**src/sv/selective_background_subtraction_unit_assert.svh**
```systemverilog
// Assertion macros shared by the background subtraction modules.
`ifndef SELECTIVE_BACKGROUND_SUBTRACTION_UNIT_ASSERT_SVH
`define SELECTIVE_BACKGROUND_SUBTRACTION_UNIT_ASSERT_SVH

// Checked property that is switched off while reset is asserted.
`define SBSU_ASSERT(label, prop, msg) \
  label: assert property (@(posedge clk_i) disable iff (!rst_ni) prop) else $error(msg);

// Checked property that must also hold during reset.
`define SBSU_ASSERT_ALWAYS(label, prop, msg) \
  label: assert property (@(posedge clk_i) prop) else $error(msg);

`endif

```
**src/sv/sbsu_ram.sv**
```systemverilog
// Generic single-write, single-read RAM with registered read data (read-first).
module sbsu_ram #(
  parameter int Width = 8,
  parameter int Depth = 16
) (
  input  logic                     clk_i,
  input  logic                     we_i,
  input  logic [$clog2(Depth)-1:0] waddr_i,
  input  logic [Width-1:0]         wdata_i,
  input  logic                     re_i,
  input  logic [$clog2(Depth)-1:0] raddr_i,
  output logic [Width-1:0]         rdata_o
);

  logic [Width-1:0] mem_q [Depth];
  logic [Width-1:0] rdata_q;

  // Write port.
  always_ff @(posedge clk_i) begin
    if (we_i) begin
      mem_q[waddr_i] <= wdata_i;
    end
  end

  // Read port; a same-edge write is not seen.
  always_ff @(posedge clk_i) begin
    if (re_i) begin
      rdata_q <= mem_q[raddr_i];
    end
  end

  assign rdata_o = rdata_q;

endmodule

```
**config.mk**
```make
export PLATFORM = sky130hd
export DESIGN_NAME = sbsu_ram
export DESIGN_NICKNAME = d
export VERILOG_FILES = /design/src/sv/selective_background_subtraction_unit_assert.svh /design/src/sv/sbsu_ram.sv
export SDC_FILE = /design/constraint.sdc
export NUM_CORES = 1
export LEC_CHECK = 0
export ABC_AREA = 1
export BUFFER_PORTS_ARGS = -buffer_cell sky130_fd_sc_hd__buf_2
export CORE_MARGIN = 2
export CORE_UTILIZATION = 54
export DETAILED_ROUTE_END_ITERATION = 7
export PLACE_DENSITY = 0.72
export SLEW_MARGIN = 30
export SYNTH_ARGS = -nofsm -noshare
export SYNTH_HDL_FRONTEND = slang
export SYNTH_SLANG_ARGS = --single-unit
```
**constraint.sdc**
```tcl
create_clock -name clk_i -period 0.9 [get_ports clk_i]
set_input_delay 0 -clock clk_i [delete_from_list [all_inputs] [get_ports clk_i]]
set_output_delay 0 -clock clk_i [all_outputs]
set_load 0.02 [all_outputs]
```
==> results.ini <==
[logic_synthesis]
synth_cell_types=11
synth_edf_count=136
yosysMostFrequentCell=nand2_1
synth_area_per_cell_sq_um=10.6
yosys_register_bits=136
synthArstFlopShare_pct=0
netlist_area_sq_mm=0.00585
synth_common_cells=173 x nand2_1, 136 x edfxtp_1, 100 x inv_1, 97 x nand3_1, 17 x nor2_1
synth_nets=570
ys_warn_count=0
synth_area_leader_cell=edfxtp_1
synth_top_area_share_pct=69.8
synthTopCellsByArea=edfxtp_1 70%, nand2_1 11%, nand3_1 8.3%
ys.flop_type=edfxtp_1
synthCells=551
seq_area_frac_synth_pct=69.8

[critical_path]
crit_path_top_delay_cell=edfxtp_1
worstSetupEndpointType=output port
worstRegToRegCells=6
crit_start=rdata_o[1]$_DFFE_PP_
startpoint_type=register
r2r_end=rdata_o[0]$_DFFE_PP_
cp_num_buf_inv=1
crit-reg2reg-launch=mem_q[11][0]$_DFFE_PP_
path_cells=buf_6
cp_top_family=flip-flops
cp.arrival_ns=1.13
required_ns=0.90
slowest_delay_ns=0.43
crit_type=reg2out
cp_max_fo=1
rrSetupSlack_ns=-0.22

[finish]
syn_to_final_growth_pct=27.5
regArea_sq_mm=0.00408
utilization_pct=71.6
n_antenna_cell=0
finalNetCount=634
drive_gt1_share_pct=27.4
multiInputGateArea_sq_mm=0.00157
nFillCells=689
design_area_sq_mm=0.00745

[sta]
rsz0062_at_grt=true
slew_viol_final=0
period_share_pct=125
fin_skew_ns=0.0103
setup_ws_ns=-0.229
hold_ws_ns=0.0665
slew_headroom_pct=71.0
min_period_ns=1.13
finalHoldViolations=0
worst_slew_pin_slew_ns=0.433
fmax_mhz=885
finalSetupViolCount=16

[die]
io_pins=27
die_w_um=108
num_rows=37
core-area_sq_mm=0.0104
dieArea_sq_mm=0.0117
start_util_pct=56.1
die_h_um=108

[place]
postPlaceCellArea_sq_mm=0.00630
place_hpwl_um=8490
portBuffers=26
gp_congestion=0.809

[detailed_routing]
drt-wirelength-per-cell_um=19.0
drt_pass1_iterations=5
postRouteAntennaNets=0
totalWireLength_um=14500
drtIter0Drc=362
drc=0
viasPerCell=5.34
vias=4080

[hold_path]
hp-class=in2reg
min_to=rdata_o[3]$_DFFE_PP_
hold_path_depth=5
hold_start=raddr_i[2]

[power]
ir_worst_vdd_uv=1310
power.density_mw_per_mm2=2150
power.internal_mw=12.6
power_frac_comb_pct=7.5
power_leakage_nw=3.23
p_seq_share_pct=44.8
p_switching_mw=3.45
totalPowerFinal_mw=16.0
pwr-share-clk_pct=47.7
p_sw_share_pct=21.5

[clock_network]
cts.sinks=136
cts_setup_buffers=0
htreeDepth=4
clk_pin_slew_worst_paths_ns=0.06
cts_tree=yes
cts-root-buf=clkbuf_8
cts_max_path_buffers=2
numCtsBuffers=17
clk_latency_ns=0.54

[run_status]
failed_checks=setup timing
status=finished, violations left

[grt]
grt_max_degree=56
grt_antenna_before_repair=0
overflow=0
grt_use_total_pct=26.6
grt_pass1_vias=4118
grt_pass1_wl_um=22100

[flow_run]
maxCapViolations=0

-- registers in the layout, summed over array words and instances (netlist names) --
name and cells:
mem_q 128, rdata_o 8
-- routing by layer --
metal,vias up,routed length [um],GRT usage [%]
met3,31,1110,5.91
met2,202,7230,42.5
li1,1907,-,-
met5,-,0,0
met1,1940,5850,35.0
met4,0,315,12.4
-- worst max path at each step --
stage | endpoint | cells past startpoint
after global placement | rdata_o[0]$_DFFE_PP_ | 8
final | rdata_o[1] | 1
after detailed placement | rdata_o[1]$_DFFE_PP_ | 8
after floorplan | mem_q[10][0]$_DFFE_PP_ | 2
after CTS | rdata_o[1] | 1
after global routing | rdata_o[4]$_DFFE_PP_ | 6
-- cell type report --
class | instances | area share, %
Sequential cell | 136 | 54.8
Multi-Input combinational cell | 289 | 21.1
Timing Repair Buffer | 69 | 8.04
Clock buffer | 17 | 5.56
Inverter | 102 | 5.14
Clock inverter | 15 | 3.11
Tap cell | 136 | 2.28
-- metrics by stage --
stage / setup slack, ns / instances / setup TNS, ns
global route: -0.275 / 764 / -3.62
floorplan: -0.0508 / 551 / -4.26
detailed placement: -0.327 / 721 / -11.74
finish: -0.229 / 764 / -2.96
global placement: -0.303 / 721 / -8.95
CTS: -0.232 / 764 / -2.92
-- layout by cell type, fill, tap and decap left out --
cell type | Yosys | routed
bufinv_16 | 0 | 6
clkbuf_16 | 0 | 16
nand3b_1 | 2 | 2
buf_2 | 13 | 19
nand3_2 | 0 | 64
nand2_2 | 0 | 12
clkbuf_8 | 0 | 1
clkinvlp_4 | 0 | 2
inv_2 | 2 | 5
nor2_1 | 17 | 14
nor2_2 | 0 | 3
nand3_1 | 97 | 33
clkinv_4 | 0 | 1
edfxtp_1 | 136 | 136
clkinv_2 | 0 | 4
buf_4 | 4 | 26
clkinv_1 | 0 | 2
nand2_1 | 173 | 161
dlygate4sd3_1 | 0 | 11
inv_1 | 100 | 97
buf_12 | 0 | 6
buf_6 | 6 | 7
-- repair_timing --
action / in CTS / in global routing
endpoints found under the hold margin: 142 / 0
setup endpoints to repair: 16 / 16
resized for setup: 58 / 35
pin swaps: 36 / 18
hold buffers: 11 / 0
-- cells by family (layout without fill, tap and decap cells) --
| logic type | Yosys count | in the layout | share of synthesized area (%) |
|---|---|---|---|
| buf+inv | 126 | 203 | 9.39 |
| simple gates | 289 | 289 | 20.8 |
| flops | 136 | 136 | 69.8 |
-- power groups by stage --
stage                     clock network [mW]  registers, mW  logic, mW
after floorplan                            0           7.34      0.503
after global placement                     0           7.31      0.941
after detailed placement                   0           7.31      0.964
after CTS                               7.62           7.18       1.11
after global routing                    7.88           7.20       1.29
final                                   7.65           7.19       1.20
(Power assumes the default switching activity.)
