File: config.mk
export PLATFORM = sky130hd
export DESIGN_NAME = sbsu_outq
export DESIGN_NICKNAME = d
export VERILOG_FILES = /design/src/sv/selective_background_subtraction_unit_assert.svh /design/src/sv/sbsu_pkg.sv /design/src/sv/sbsu_outq.sv
export SDC_FILE = /design/constraint.sdc
export NUM_CORES = 1
export LEC_CHECK = 0
export BUFFER_PORTS_ARGS = -buffer_cell sky130_fd_sc_hd__buf_2
export CAP_MARGIN = 20
export CORE_MARGIN = 2
export CORE_UTILIZATION = 49
export DETAILED_ROUTE_END_ITERATION = 12
export GPL_TIMING_DRIVEN = 0
export PLACE_DENSITY = 0.75
export SLEW_MARGIN = 30
export SYNTH_ARGS = -nofsm -noshare
export SYNTH_HDL_FRONTEND = slang
export SYNTH_SLANG_ARGS = --single-unit
File: constraint.sdc
create_clock -name clk_i -period 5.36 [get_ports clk_i]
set_input_delay 1.34 -clock clk_i [delete_from_list [all_inputs] [get_ports clk_i]]
set_output_delay 1.34 -clock clk_i [all_outputs]
set_load 0.05 [all_outputs]
File: src/sv/selective_background_subtraction_unit_assert.svh
// Assertion macros shared by the background subtraction modules.
`ifndef SELECTIVE_BACKGROUND_SUBTRACTION_UNIT_ASSERT_SVH
`define SELECTIVE_BACKGROUND_SUBTRACTION_UNIT_ASSERT_SVH

// Checked property that is switched off while reset is asserted.
`define SBSU_ASSERT(label, prop, msg) \
  label: assert property (@(posedge clk_i) disable iff (!rst_ni) prop) else $error(msg);

// Checked property that must also hold during reset.
`define SBSU_ASSERT_ALWAYS(label, prop, msg) \
  label: assert property (@(posedge clk_i) prop) else $error(msg);

`endif

File: src/sv/sbsu_pkg.sv
// Package with the types, codes and defaults of the background subtraction unit.
package sbsu_pkg;

  // Default sizing of the pixel grid and of the stored fraction.
  localparam int GRID_PIXELS_DEF   = 4800;
  localparam int FRACTION_BITS_DEF = 6;

  // Command codes.
  localparam logic [1:0] CMD_SEED    = 2'd0;
  localparam logic [1:0] CMD_COMPARE = 2'd1;
  localparam logic [1:0] CMD_UPDATE  = 2'd2;

  // Configuration register indexes.
  localparam logic [1:0] REG_FG_THRESHOLD    = 2'd0;
  localparam logic [1:0] REG_ALPHA_NORMAL    = 2'd1;
  localparam logic [1:0] REG_ALPHA_PROTECTED = 2'd2;
  localparam logic [1:0] REG_GC_LIMIT        = 2'd3;

  // Configuration reset values.
  localparam logic [7:0]  FG_THRESHOLD_RST    = 8'd20;
  localparam logic [15:0] ALPHA_NORMAL_RST    = 16'd3277;
  localparam logic [15:0] ALPHA_PROTECTED_RST = 16'd164;
  localparam logic [12:0] GC_LIMIT_RST        = 13'd2400;

  // The foreground count saturates here.
  localparam logic [12:0] COUNT_MAX = 13'h1FFF;

  typedef struct packed {
    logic [1:0]  command;
    logic [12:0] pixel_index;
    logic [7:0]  pixel_value;
    logic        protect;
  } item_t;

  typedef struct packed {
    logic        foreground;
    logic [7:0]  background_level;
    logic [12:0] motion_count;
    logic        global_change;
  } result_t;

  typedef struct packed {
    logic [7:0]  fg_threshold;
    logic [15:0] alpha_normal;
    logic [15:0] alpha_protected;
    logic [12:0] global_change_limit;
  } cfg_t;

  // Fill level of the result queue and whether a word leaves it this cycle.
  typedef struct packed {
    logic [1:0] count;
    logic       pop;
  } outq_status_t;

endpackage

File: src/sv/sbsu_outq.sv
// Two-word result queue that decouples the pixel stage from output stalls.
module sbsu_outq (
  input  logic                   clk_i,
  input  logic                   rst_ni,
  input  logic                   push_i,
  input  sbsu_pkg::result_t      data_i,
  output logic                   valid_o,
  input  logic                   ready_i,
  output sbsu_pkg::result_t      data_o,
  output sbsu_pkg::outq_status_t status_o
);

  sbsu_pkg::result_t slot_q [2];
  logic       wr_ptr_q, rd_ptr_q;
  logic [1:0] count_q;
  logic       pop;

  assign valid_o = count_q != 2'd0;
  assign pop = valid_o && ready_i;
  assign data_o = slot_q[rd_ptr_q];

  // Storage for queued words.
  always_ff @(posedge clk_i) begin
    if (push_i) begin
      slot_q[wr_ptr_q] <= data_i;
    end
  end

  // Pointers and fill level.
  always_ff @(posedge clk_i or negedge rst_ni) begin
    if (!rst_ni) begin
      wr_ptr_q <= 1'b0;
      rd_ptr_q <= 1'b0;
      count_q  <= 2'd0;
    end else begin
      if (push_i) begin
        wr_ptr_q <= ~wr_ptr_q;
      end
      if (pop) begin
        rd_ptr_q <= ~rd_ptr_q;
      end
      count_q <= count_q + 2'(push_i) - 2'(pop);
    end
  end

  assign status_o.count = count_q;
  assign status_o.pop = pop;

endmodule

==> qor.yml <==
n_antenna_cell: 0
grt_overflow_total: 0
synthTopCellsByArea: "edfxtp_1 70%, mux2_4 15%, dfrtp_1 5.1%"
finalCritPeriodShare: 0.612
antenna_found_initial: 0
path_max_fanout: 3
route.detailed.drc: 0
cp-start-kind: "primary input"
placed_area_um2: 2300
setup_tns_ps: 0
die_area_um2: 4530
ys_warn_count: 0
ys_seq_area_frac: 0.754
cts_tree: "built"
setup.worst_path.end: "status_o[0]"
cts.sinks: 50
cp_data_required_time_ps: 4020
yosys_most_used_dff: "edfxtp_1"
rr_worst_depth: 6
cts_buffers: 5
synth.largest_area_cell: "edfxtp_1"
grt_pass1_vias: 932
timing.fmax_ghz: 0.305
track_usage: 0.138
dp.cells: 192
regToRegEndpoint: "count_q[1]$_DFF_PN0_"
reg2reg_setup_slack_ps: 3820
post-cts-setup-buffers: 0
ctsRootBufferMaster: "clkbuf_8"
synth_nets: 118
syn-instance-count: 89
via_count: 963
io_buffers: 53
rows: 23
drv_cap: 0
ys_types: 15
grt_pass1_wl_um: 4320
slew_viol_final: 0
cts.repair.resized: 0
grt_max_degree: 24
dr.pass1.iters: 4
cts.reportedPaths.clkPinSlew_ps: 80
hold_path.class: "flip-flop to flip-flop"
status: "completed"
post-route-min-period_ps: 3280
clockBufferDepth: 2
critical_path_class: "primary input to primary output"
critPathLaunch: "ready_i"
vias_per_cell: 4.82
p_per_area_nw_per_um2: 631
io_pins: 54
post_drt_wl_per_cell_um: 14.3
rr_startpoint: "count_q[1]$_DFF_PN0_"
routed_wl_um: 2870
ir_worst_vdd_v: 0.000473
instances_no_fill: 200
grt.met1_usage: 0.155
insertion_delay_ps: 290
min_from: "wr_ptr_q$_DFFE_PN0P_"
final_area_um2: 2410
start_util: 0.502
netlist.area_leader.share: 0.703
use_met2: 0.238
drive_gt1_frac: 0.593
synth_common_cells: "46 x edfxtp_1, 19 x mux2_4, 4 x dfrtp_1, 4 x mux2_2"
setup_viol: 0
yosysMostFrequentCell: "edfxtp_1"
slew_headroom: 0.554
holdBufCountCts: 0
endpoint_kind: "primary output"
grt-busiest-layer: "met2"
synth_seq_cells: 50
leakagePower_nw: 0.994
syn-cell-area_um2: 1960
place_congestion: 0.700
synth_edf_count: 46
fin_skew_ps: 3.05
fillers: 316
grtUsageMet3: 0.0533
htree_num_levels: 2
drtIter0Drc: 34
die_x_um: 67.3
worstPathArrival_ps: 1940
hpwl_um: 2020
rsz0062_at_grt: "false"
hold_viol: 0
num-nets-final: 178
timing_worst_slew_pin_value_ps: 668
async_flop_share: 0.0800
core_um2: 3910
ant_nets: 0
die_h_um: 67.3
area_growth_pct: 22.5
avgSynthCellArea_um2: 22.1
## routing by layer
layer | share of wire | wire (um)
met1 | 0.38 | 1090
met2 | 0.53 | 1510
met3 | 0.079 | 227
met4 | 0.012 | 35
met5 | 0 | 0
## power by group
group          switching, mW  leakage [nW]  internal (mW)
Combinational          0.470         0.464          0.245
Clock                  0.109        0.0524          0.140
Sequential            0.0323         0.478          0.523
## final cells by class
class / instances / area [um^2] / area share
Clock buffer: 7 / 76.3 / 0.0317
Timing Repair Buffer: 53 / 265 / 0.110
Multi-Input combinational cell: 33 / 425 / 0.177
Clock inverter: 1 / 30.0 / 0.0125
Inverter: 2 / 7.51 / 0.00312
Buffer: 4 / 58.8 / 0.0244
Sequential cell: 50 / 1480 / 0.615
Tap cell: 50 / 62.6 / 0.0260
## critical path: stages
cell	delay (ps)
buf_2	70
o21a_1	160
buf_4	120
buf_2	240
## placed cells by master (no fill, tap or decap)
cell	Yosys	layout
and2_2	0	1
buf_12	2	2
buf_2	0	53
buf_4	1	1
buf_6	1	1
bufinv_16	0	1
clkbuf_1	0	2
clkbuf_8	0	5
dfrtp_1	4	4
edfxtp_1	46	46
ha_1	2	2
inv_1	2	2
mux2_2	4	4
mux2_4	19	19
nor2b_4	0	1
o21a_1	1	1
or2_2	1	1
xnor2_1	2	2
xor2_1	2	2
## metrics by stage
step | setup WS, ps | hold slack [ps] | power (mW) | util
4_1_cts | 2080 | 606 | 1.54 | 0.615
2_1_floorplan | 2330 | 455 | 1.16 | -
5_1_grt | 2030 | 631 | 1.59 | 0.615
3_3_place_gp | 1930 | 470 | 1.27 | 0.586
6_report | 2080 | 602 | 1.52 | 0.615
3_5_place_dp | 2080 | 541 | 1.29 | 0.588
## worst min-delay path by stage
| stage | end | slack, ps | depth (start not counted) |
|---|---|---|---|
| floorplan | wr_ptr_q$_DFFE_PN0P_ | 460 | 1 |
| global placement | wr_ptr_q$_DFFE_PN0P_ | 470 | 1 |
| detailed placement | wr_ptr_q$_DFFE_PN0P_ | 540 | 1 |
| CTS | wr_ptr_q$_DFFE_PN0P_ | 610 | 1 |
| global route | wr_ptr_q$_DFFE_PN0P_ | 630 | 1 |
| finish | wr_ptr_q$_DFFE_PN0P_ | 600 | 1 |
## flip-flops by register name (all words and copies together) (netlist names)
register	flops
wr_ptr_q	1
rd_ptr_q	1
count_q	2
slot_q	46
## logic make-up (layout without fill, tap and decap cells)
family,Yosys count,after routing,share of synthesized area
flops,50,50,0.754
mux,23,23,0.168
buf+inv,6,67,0.0338
xor+xnor,4,4,0.0178
simple gates,3,3,0.00956
fa+ha+maj,2,2,0.0127
compound gates,1,1,0.00382
Note: power is estimated with default switching activity, not from simulation.
