`src/sv/selective_background_subtraction_unit_assert.svh`:
```
// Assertion macros shared by the background subtraction modules.
`ifndef SELECTIVE_BACKGROUND_SUBTRACTION_UNIT_ASSERT_SVH
`define SELECTIVE_BACKGROUND_SUBTRACTION_UNIT_ASSERT_SVH

// Checked property that is switched off while reset is asserted.
`define SBSU_ASSERT(label, prop, msg) \
  label: assert property (@(posedge clk_i) disable iff (!rst_ni) prop) else $error(msg);

// Checked property that must also hold during reset.
`define SBSU_ASSERT_ALWAYS(label, prop, msg) \
  label: assert property (@(posedge clk_i) prop) else $error(msg);

`endif

```
`src/sv/sbsu_pkg.sv`:
```
// Package with the types, codes and defaults of the background subtraction unit.
package sbsu_pkg;

  // Default sizing of the pixel grid and of the stored fraction.
  localparam int GRID_PIXELS_DEF   = 4800;
  localparam int FRACTION_BITS_DEF = 6;

  // Command codes.
  localparam logic [1:0] CMD_SEED    = 2'd0;
  localparam logic [1:0] CMD_COMPARE = 2'd1;
  localparam logic [1:0] CMD_UPDATE  = 2'd2;

  // Configuration register indexes.
  localparam logic [1:0] REG_FG_THRESHOLD    = 2'd0;
  localparam logic [1:0] REG_ALPHA_NORMAL    = 2'd1;
  localparam logic [1:0] REG_ALPHA_PROTECTED = 2'd2;
  localparam logic [1:0] REG_GC_LIMIT        = 2'd3;

  // Configuration reset values.
  localparam logic [7:0]  FG_THRESHOLD_RST    = 8'd20;
  localparam logic [15:0] ALPHA_NORMAL_RST    = 16'd3277;
  localparam logic [15:0] ALPHA_PROTECTED_RST = 16'd164;
  localparam logic [12:0] GC_LIMIT_RST        = 13'd2400;

  // The foreground count saturates here.
  localparam logic [12:0] COUNT_MAX = 13'h1FFF;

  typedef struct packed {
    logic [1:0]  command;
    logic [12:0] pixel_index;
    logic [7:0]  pixel_value;
    logic        protect;
  } item_t;

  typedef struct packed {
    logic        foreground;
    logic [7:0]  background_level;
    logic [12:0] motion_count;
    logic        global_change;
  } result_t;

  typedef struct packed {
    logic [7:0]  fg_threshold;
    logic [15:0] alpha_normal;
    logic [15:0] alpha_protected;
    logic [12:0] global_change_limit;
  } cfg_t;

  // Fill level of the result queue and whether a word leaves it this cycle.
  typedef struct packed {
    logic [1:0] count;
    logic       pop;
  } outq_status_t;

endpackage

```
`src/sv/sbsu_core.sv`:
```
// Pixel stage: background lookup with write forwarding, compare, blend and count.
`include "selective_background_subtraction_unit_assert.svh"

module sbsu_core #(
  parameter int GRID_PIXELS   = sbsu_pkg::GRID_PIXELS_DEF,
  parameter int FRACTION_BITS = sbsu_pkg::FRACTION_BITS_DEF
) (
  input  logic                             clk_i,
  input  logic                             rst_ni,
  input  sbsu_pkg::cfg_t                   cfg_i,
  input  logic                             accept_i,
  input  sbsu_pkg::item_t                  item_i,
  output logic                             rd_en_o,
  output logic [$clog2(GRID_PIXELS)-1:0]   rd_addr_o,
  input  logic [8+FRACTION_BITS-1:0]       rd_data_i,
  output logic                             wr_en_o,
  output logic [$clog2(GRID_PIXELS)-1:0]   wr_addr_o,
  output logic [8+FRACTION_BITS-1:0]       wr_data_o,
  output logic                             push_o,
  output sbsu_pkg::result_t                result_o
);

  localparam int AddrW = $clog2(GRID_PIXELS);
  localparam int EntryW = 8 + FRACTION_BITS;
  localparam int Shift = 16 - FRACTION_BITS;
  localparam int RW = 9 + FRACTION_BITS;
  localparam int SumW = RW + 2;
  localparam logic [24:0] RoundHalf = 25'(1) << (Shift - 1);
  localparam logic signed [SumW-1:0] EntryMaxS = SumW'((32'd1 << EntryW) - 32'd1);

  logic              s1_valid_q;
  sbsu_pkg::item_t   s1_item_q;
  logic              s1_inrange_q;
  logic              fwd_valid_q;
  logic [12:0]       fwd_idx_q;
  logic [EntryW-1:0] fwd_data_q;
  logic [12:0]       cnt_q, cnt_d;

  logic                   acc_inrange;
  logic [EntryW-1:0]      entry;
  logic [7:0]             b_lvl;
  logic                   pix_ge;
  logic [7:0]             diff;
  logic                   fg;
  logic [15:0]            alpha;
  logic [23:0]            prod;
  logic [24:0]            rsum;
  logic [RW-1:0]          r_mag;
  logic signed [SumW-1:0] base_s, r_s, nv_s;
  logic [EntryW-1:0]      blend_val;
  logic [EntryW-1:0]      new_entry;
  logic [EntryW-1:0]      lvl_entry;
  logic [12:0]            cnt_base;

  // Read request in the cycle the word is accepted.
  assign acc_inrange = 32'(item_i.pixel_index) < 32'(GRID_PIXELS);
  assign rd_en_o = accept_i && acc_inrange;
  assign rd_addr_o = AddrW'(item_i.pixel_index);

  // Input register.
  always_ff @(posedge clk_i or negedge rst_ni) begin
    if (!rst_ni) begin
      s1_valid_q <= 1'b0;
    end else begin
      s1_valid_q <= accept_i;
    end
  end

  always_ff @(posedge clk_i) begin
    if (accept_i) begin
      s1_item_q    <= item_i;
      s1_inrange_q <= acc_inrange;
    end
  end

  // The RAM read misses the write made on the same edge, so that write is kept aside.
  always_ff @(posedge clk_i or negedge rst_ni) begin
    if (!rst_ni) begin
      fwd_valid_q <= 1'b0;
    end else begin
      fwd_valid_q <= wr_en_o;
    end
  end

  always_ff @(posedge clk_i) begin
    fwd_idx_q  <= s1_item_q.pixel_index;
    fwd_data_q <= wr_data_o;
  end

  // Current background entry; out-of-grid pixels read as zero.
  always_comb begin
    if (!s1_inrange_q) begin
      entry = '0;
    end else if (fwd_valid_q && (fwd_idx_q == s1_item_q.pixel_index)) begin
      entry = fwd_data_q;
    end else begin
      entry = rd_data_i;
    end
  end

  // Integer background and absolute difference to the pixel.
  assign b_lvl = entry[EntryW-1:FRACTION_BITS];
  assign pix_ge = s1_item_q.pixel_value >= b_lvl;
  assign diff = pix_ge ? (s1_item_q.pixel_value - b_lvl) : (b_lvl - s1_item_q.pixel_value);
  assign fg = (s1_item_q.command == sbsu_pkg::CMD_COMPARE) && (diff >= cfg_i.fg_threshold);

  // Blend: scaled step rounded half away from zero, then clamped to the entry range.
  assign alpha = s1_item_q.protect ? cfg_i.alpha_protected : cfg_i.alpha_normal;
  assign prod = 24'(alpha) * 24'(diff);
  assign rsum = {1'b0, prod} + RoundHalf;
  assign r_mag = RW'(rsum >> Shift);
  assign base_s = signed'(SumW'(b_lvl) << FRACTION_BITS);
  assign r_s = signed'(SumW'(r_mag));
  assign nv_s = pix_ge ? (base_s + r_s) : (base_s - r_s);

  always_comb begin
    if (nv_s[SumW-1]) begin
      blend_val = '0;
    end else if (nv_s > EntryMaxS) begin
      blend_val = '1;
    end else begin
      blend_val = EntryW'(nv_s);
    end
  end

  // New entry by command.
  always_comb begin
    case (s1_item_q.command)
      sbsu_pkg::CMD_SEED:   new_entry = EntryW'(s1_item_q.pixel_value) << FRACTION_BITS;
      sbsu_pkg::CMD_UPDATE: new_entry = blend_val;
      default:              new_entry = entry;
    endcase
  end

  assign wr_en_o = s1_valid_q && s1_inrange_q &&
                   (s1_item_q.command inside {sbsu_pkg::CMD_SEED, sbsu_pkg::CMD_UPDATE});
  assign wr_addr_o = AddrW'(s1_item_q.pixel_index);
  assign wr_data_o = new_entry;
  assign lvl_entry = wr_en_o ? new_entry : entry;

  // Foreground count: restarts at the first pixel of a pass and saturates.
  always_comb begin
    cnt_base = (s1_item_q.pixel_index == '0) ? '0 : cnt_q;
    cnt_d = cnt_q;
    if (s1_valid_q && (s1_item_q.command == sbsu_pkg::CMD_COMPARE)) begin
      cnt_d = (fg && (cnt_base != sbsu_pkg::COUNT_MAX)) ? cnt_base + 13'd1 : cnt_base;
    end
  end

  always_ff @(posedge clk_i or negedge rst_ni) begin
    if (!rst_ni) begin
      cnt_q <= '0;
    end else begin
      cnt_q <= cnt_d;
    end
  end

  // Result word for the output queue.
  assign push_o = s1_valid_q;
  assign result_o.foreground = fg;
  assign result_o.background_level = lvl_entry[EntryW-1:FRACTION_BITS];
  assign result_o.motion_count = cnt_d;
  assign result_o.global_change = cnt_d > cfg_i.global_change_limit;

  // A compare inside a pass never lowers the count.
  `SBSU_ASSERT(a_count_monotonic, (s1_valid_q && (s1_item_q.command == sbsu_pkg::CMD_COMPARE) && (s1_item_q.pixel_index != 13'd0)) |=> (cnt_q >= $past(cnt_q)), "foreground count fell inside a pass")

endmodule

```
`config.mk`:
```
export PLATFORM = sky130hd
export DESIGN_NAME = sbsu_core
export DESIGN_NICKNAME = d
export VERILOG_FILES = /design/src/sv/sbsu_pkg.sv /design/src/sv/sbsu_core.sv
export VERILOG_INCLUDE_DIRS = /design/src /design/src/sv
export SDC_FILE = /design/constraint.sdc
export NUM_CORES = 1
export LEC_CHECK = 0
export BUFFER_PORTS_ARGS = -buffer_cell sky130_fd_sc_hd__buf_2
export CAP_MARGIN = 20
export CORE_MARGIN = 2
export CORE_UTILIZATION = 53
export CTS_CLUSTER_DIAMETER = 200
export DETAILED_ROUTE_END_ITERATION = 8
export PLACE_DENSITY = 0.84
export SLEW_MARGIN = 20
export SYNTH_ARGS = -nofsm -noshare
export SYNTH_HDL_FRONTEND = slang
export SYNTH_SLANG_ARGS = --single-unit
```
`constraint.sdc`:
```
create_clock -name clk_i -period 11.35 [get_ports clk_i]
set_input_delay 0.5675 -clock clk_i [delete_from_list [all_inputs] [get_ports clk_i]]
set_output_delay 0.5675 -clock clk_i [all_outputs]
set_load 0.05 [all_outputs]
```
==> impl_metrics.toml, run 1 <==
[clock_network]
max-clock-path-buffers = 2
cts-root-buf = "clkbuf_16"
postCtsHoldBufs = 0
cts_tree = "built"
cts.sinks = 67
cts.clk_slew.worst_paths_ns = 0.07
worstSkewPairLatency_ns = 0.35
htreeDepth = 3
cts_buffers = 9

[cells_and_area]
antenna_cells = 0
layout-drive-gt1-share = 0.336
fin_nets = 1564
fin_area_um2 = 12300
areaGrowthSynthToFinish_pct = 30.4

[worst_setup_path]
arrival_ns = 11.47
crit_top_cell = "fa_1"
path_max_fanout = 8
end_kind = "output pin"
startpoint_type = "flip-flop"
path_buf_inv = 6
critical-path-max-stage-delay_ns = 0.60
crit_required_ns = 10.78
slowest_stage = "fa_1"
cp_top_family = "adder cells"
critPathKind = "reg2out"

[logic_synthesis]
synthTopCellsByArea = "fa_1 (18%), ha_1 (15%), edfxtp_1 (8.0%)"
ys_seq_area_frac = 0.177
syn_area_um2 = 9410
ys_ff_latch = 67
syn_inst = 1073
ys.flop_type = "dfxtp_1"
ys.warnings.count = 0
synth_nets = 1364
synth_edf_count = 25
synth_top_cell_by_area = "fa_1"
synth_top_area_share = 0.183
synth_area_per_cell_um2 = 8.77
yosysUniqueCellTypes = 70
synthArstFlopShare = 0.224

[placed_design]
dpl.hpwl_um = 20100
placedInstanceArea_um2 = 10500
portBuffers = 159
gp_congestion = 1.01

[hold_path]
hp-class = "in2async"

[die]
fp.coreArea_um2 = 17300
fp.dieW_um = 137
dieArea_um2 = 18800
die_h_um = 137
start_util = 0.544
fp-row-count = 48
ios = 160

[timing]
fmax_mhz = 83.1
fin_ws_ns = -0.683
finClkSkew_ns = 0.0145
maxSlewViolCount = 0
period_needed_ns = 12.03
rsz0062_at_grt = "yes"
hold_viol = 0
layout_worst_path_cycle_share = 1.06
tns_ns = -13.71
setup_viol = 22
worst_pin_slew_ns = 0.945
maxSlewHeadroom = 0.370

[route]
initialDrtViolationCount = 1227
drtPass1Iterations = 9
wl_um = 33800
avgRoutedWirePerCell_um = 22.5
ant_nets = 0
drcViolationCount = 1
via_per_inst = 6.35
vias = 9546

[global_routing]
grtUsageTotal = 0.286
overflow = 0
grt_max_degree = 28
grt_pass1_vias = 8687
grt_first_pass_wirelength_um = 42300
antenna_found_initial = 0

[status]
status = "complete, but fails checks"
failed_checks = "DRC, setup timing"

[flow_run]
drv_cap = 0
[worst reg2reg max path, delay by kind of cell (launching register included)]
kind                       cells  cell delay (ns)
AOI/OAI and AO/OA             14             2.71
xor gates and xnor gates       3             0.66
adders and majority gates      8             3.53
buffers and inverters          7             1.05
DFF                            1             0.48
muxes                          2             0.51
and+or+nand+nor               11             2.06
[worst paths after layout]
check	start	end	depth (start not counted)	slack (ns)
max	wr_addr_o[0]	result_o[16]	44	-0.68
min	rst_ni	cnt_q[8]	1	0.13
max reg2reg	wr_addr_o[0]	fwd_data_q[4]	45	0.24
min reg2reg	wr_addr_o[9]	fwd_idx_q[9]	0	0.46
max in group asynchronous	rst_ni	fwd_valid_q	1	10.96
min in group clk_i	item_i[8]	s1_item_q[8]	1	0.40
[logic make-up (layout without fill, tap and decap cells)]
family                   count (synthesis)  count (layout)  share of synthesized area
AND/OR/NAND/NOR                        305             305                      0.162
buffers and inverters                  225             430                      0.102
adder cells (fa/ha/maj)                197             197                      0.331
AO/OA/AOI/OAI                          197             197                      0.146
flip-flops                              67              67                      0.177
XOR/XNOR                                43              43                     0.0400
multiplexers                            39              39                     0.0422
[synthesized netlist by cell type, types with 15 or more instances]
library cell and number:
inv_1 171, nor2_1 130, ha_1 111, fa_1 86, a21oi_1 42, nand2_1 36, mux2i_1 34, buf_4 27
dfxtp_1 27, xnor2_1 27, edfxtp_1 25, o21ai_0 25, o21ai_1 22, clkbuf_1 21, a21o_1 20, nand2b_1 18
nand4_1 16, or2_2 16, xor2_1 16, dfrtp_1 15, nand3_1 15
[layout by cell type (no fill, tap or decap), types with 13 or more instances in the layout]
master	synthesis	layout
ha_4	0	19
dfxtp_1	27	27
nand2_1	36	35
o21ai_2	0	21
edfxtp_1	25	25
buf_4	27	68
a21o_1	20	20
ha_1	111	88
nand2b_1	18	16
buf_2	5	137
or2_2	16	13
o21ai_0	25	15
mux2i_1	34	30
nor2_1	130	124
fa_1	86	80
buf_6	1	33
nand3_1	15	15
a21oi_1	42	29
inv_1	171	158
dfrtp_1	15	15
xnor2_1	27	20
nand4_1	16	16
[per-stage QoR]
step	util	setup WS, ns	cells	hold WS [ns]
finish	0.709	-0.683	1503	0.125
global route	0.709	-0.869	1503	0.151
CTS	0.650	-0.0256	1465	0.130
detailed placement	0.607	-0.605	1429	0.435
global placement	0.607	0.113	1429	0.413
floorplan	-	0.00748	1073	0.272
[routing by layer]
layer / up-vias / GRT usage / share of wire
met2: 796 / 0.517 / 0.48
met5: - / 0 / 0
li1: 3992 / - / -
met1: 4467 / 0.331 / 0.33
met3: 291 / 0.0475 / 0.10
met4: 0 / 0.131 / 0.086
[registers in the layout, indices dropped and copies added (netlist names)]
| register | flops |
|---|---|
| s1_item_q | 11 |
| fwd_valid_q | 1 |
| push_o | 1 |
| s1_inrange_q | 1 |
| fwd_idx_q | 13 |
| cnt_q | 13 |
| wr_addr_o | 13 |
| fwd_data_q | 14 |
[what timing repair did]
item	CTS	global route
endpoints found under the setup margin	22	22
resized for setup	50	183
setup buffers	20	35
pin swaps	21	100
cloned	0	3
[final cells by class]
cell class / count / area, um^2
flip-flops and latches: 67 / 1670
multi-input cells: 781 / 7660
fillers: 1097 / 5030
repair buffers: 243 / 1680
inverters: 171 / 644
well taps: 225 / 282
clock inverters: 7 / 106
clock buffers: 9 / 225
Power of run 1 is not shown: default switching activity piles up to over one toggle a cycle in this logic, so the estimate is an artifact.
==> run 2, diff against run 1 <==
--- a/config.mk
+++ b/config.mk
@@ -9,10 +9,11 @@
 export BUFFER_PORTS_ARGS = -buffer_cell sky130_fd_sc_hd__buf_2
 export CAP_MARGIN = 20
 export CORE_MARGIN = 2
-export CORE_UTILIZATION = 53
+export CORE_UTILIZATION = 52
 export CTS_CLUSTER_DIAMETER = 200
 export DETAILED_ROUTE_END_ITERATION = 8
-export PLACE_DENSITY = 0.84
+export GPL_TIMING_DRIVEN = 0
+export PLACE_DENSITY = 0.8
 export SLEW_MARGIN = 20
 export SYNTH_ARGS = -nofsm -noshare
 export SYNTH_HDL_FRONTEND = slang
==> constraint.sdc (replaced) <==
create_clock -name clk_i -period 15.1 [get_ports clk_i]
set_input_delay 0.755 -clock clk_i [delete_from_list [all_inputs] [get_ports clk_i]]
set_output_delay 0.755 -clock clk_i [all_outputs]
set_load 0.05 [all_outputs]
==> run 2 against run 1 <==
Compared with the run above: the run now ends clean; count of clock-buffer cells in the layout unchanged; flip-flop and latch count is the same; clock skew down 0.0052 ns; global-route usage decreased by 4.1 points; sequential share of layout area up 1.8 points; setup slack better by 1.6 ns; register-to-register slack better by 1.9 ns; worst hold slack better by 0.19 ns; via count decreased by 14%; design area fell by 12%; first-iteration DRC count is 59% lower.
==> impl_metrics.toml, run 2 (same netlist as run 1, synthesis figures left out) <==
[status]
status = "finished clean"

[global_routing]
overflow = 0
grt_max_degree = 28
grt_pass1_vias = 8391
antenna_found_initial = 1
grt_first_pass_wirelength_um = 39000
grtUsageTotal = 0.246

[die]
dieArea_um2 = 19200
fp-row-count = 49
fp.coreArea_um2 = 17800
fp.dieW_um = 138
start_util = 0.527
die_h_um = 138
ios = 160

[worst_setup_path]
r2r_slack_ns = 2.11
slowest_stage = "fa_1"
rr_worst_depth = 46
startpoint_type = "flip-flop"
path_max_fanout = 10
arrival_ns = 13.45
crit_top_cell = "fa_1"
timing.rr.start = "wr_addr_o[5]"
end_kind = "output pin"
critical-path-max-stage-delay_ns = 0.56
r2r_end = "fwd_data_q[7]"
critPathKind = "reg2out"
crit_required_ns = 14.35

[cells_and_area]
fin_nets = 1534
fin_area_um2 = 10800
largest_reg_flops = 14
post-route-util = 0.605
areaGrowthSynthToFinish_pct = 14.8
regMostFlops = "fwd_data_q"
layout_common_cells = "inv_1 (171), buf_2 (164), nor2_1 (130)"
final_common_cell = "inv_1"
layout-drive-gt1-share = 0.200
antenna_cells = 0

[route]
drtPass1Iterations = 6
met2_length_um = 12000
drcViolationCount = 0
initialDrtViolationCount = 508
wl_met1_um = 9250
avgRoutedWirePerCell_um = 16.0
via_per_inst = 5.57
ant_nets = 0
wl_met3_um = 1650
top_layer = "met5"
wl_um = 23600
vias = 8231

[timing]
finClkSkew_ns = 0.00925
worst_pin_slew_ns = 1.05
maxSlewViolCount = 0
rsz0062_at_grt = "no"
layout_worst_path_cycle_share = 0.941
tns_ns = 0
hold_viol = 0
maxSlewHeadroom = 0.293
fin_hold_ws_ns = 0.316
period_needed_ns = 14.21
fmax_mhz = 70.4
setup_viol = 0

[clock_network]
max-clock-path-buffers = 2
cts_buffers = 9
cts.sinks = 67
worstSkewPairLatency_ns = 0.33
cts.clk_slew.worst_paths_ns = 0.06
htreeDepth = 3
postCtsHoldBufs = 0
cts_tree = "built"
cts-root-buf = "clkbuf_16"

[placed_design]
placedInstanceArea_um2 = 10500
dpl.hpwl_um = 19100
portBuffers = 159
gp_congestion = 0.898

[hold_path]
hp-class = "in2async"

[flow_run]
drv_cap = 0
## run 2: changes by cell type in the layout (fill, tap and decap cells not counted), sizes merged
cell / change
buf: -49
clkbuf: +19
bufinv: -2
clkinv: +1
clkinvlp: +1
## run 2: cell type report
cell class	count	area [um^2]
buffer	54	318
clock buffer	9	225
clock inverter	7	67.6
fill	1528	7050
inverter	171	642
multi-input combinational	781	6790
sequential	67	1670
tap	229	287
timing repair buffer	159	796
## run 2: what timing repair did
| action | CTS | global route |
|---|---|---|
| setup buffers | 0 | 0 |
| endpoints found under the setup margin | 0 | 22 |
| resized for setup | 0 | 3 |
## run 2: how the worst max path moves through the flow
stage / start / end / slack, ns / cells after the start
after floorplan: wr_addr_o[5] / result_o[15] / 2.74 / 43
after global placement: wr_addr_o[5] / result_o[15] / 1.18 / 45
after detailed placement: wr_addr_o[5] / result_o[15] / 1.03 / 45
after CTS: wr_addr_o[5] / result_o[15] / 0.60 / 45
after global routing: wr_addr_o[12] / result_o[15] / 0.08 / 46
final: wr_addr_o[5] / result_o[15] / 0.89 / 47
## run 2: metal layers
metal | track usage | up-vias
met5 | 0 | -
met1 | 0.296 | 3950
met4 | 0.0838 | 2
met2 | 0.439 | 293
li1 | - | 3920
met3 | 0.0495 | 66
## run 2: per-stage QoR
stage	setup WS, ns	instances
6_report	0.894	1477
5_1_grt	0.0850	1477
4_1_cts	0.604	1477
3_5_place_dp	1.03	1461
3_3_place_gp	1.18	1461
2_1_floorplan	2.74	1073
## run 2: critical path: cells and delay by family (launching register included)
| family | cells | cell delay [ns] |
|---|---|---|
| xor+xnor | 3 | 0.84 |
| flops | 1 | 0.44 |
| compound gates | 16 | 3.75 |
| simple gates | 11 | 2.76 |
| mux | 2 | 0.41 |
| fa+ha+maj | 8 | 3.43 |
| buf+inv | 7 | 1.43 |
Power of run 2 is left out for the same reason.
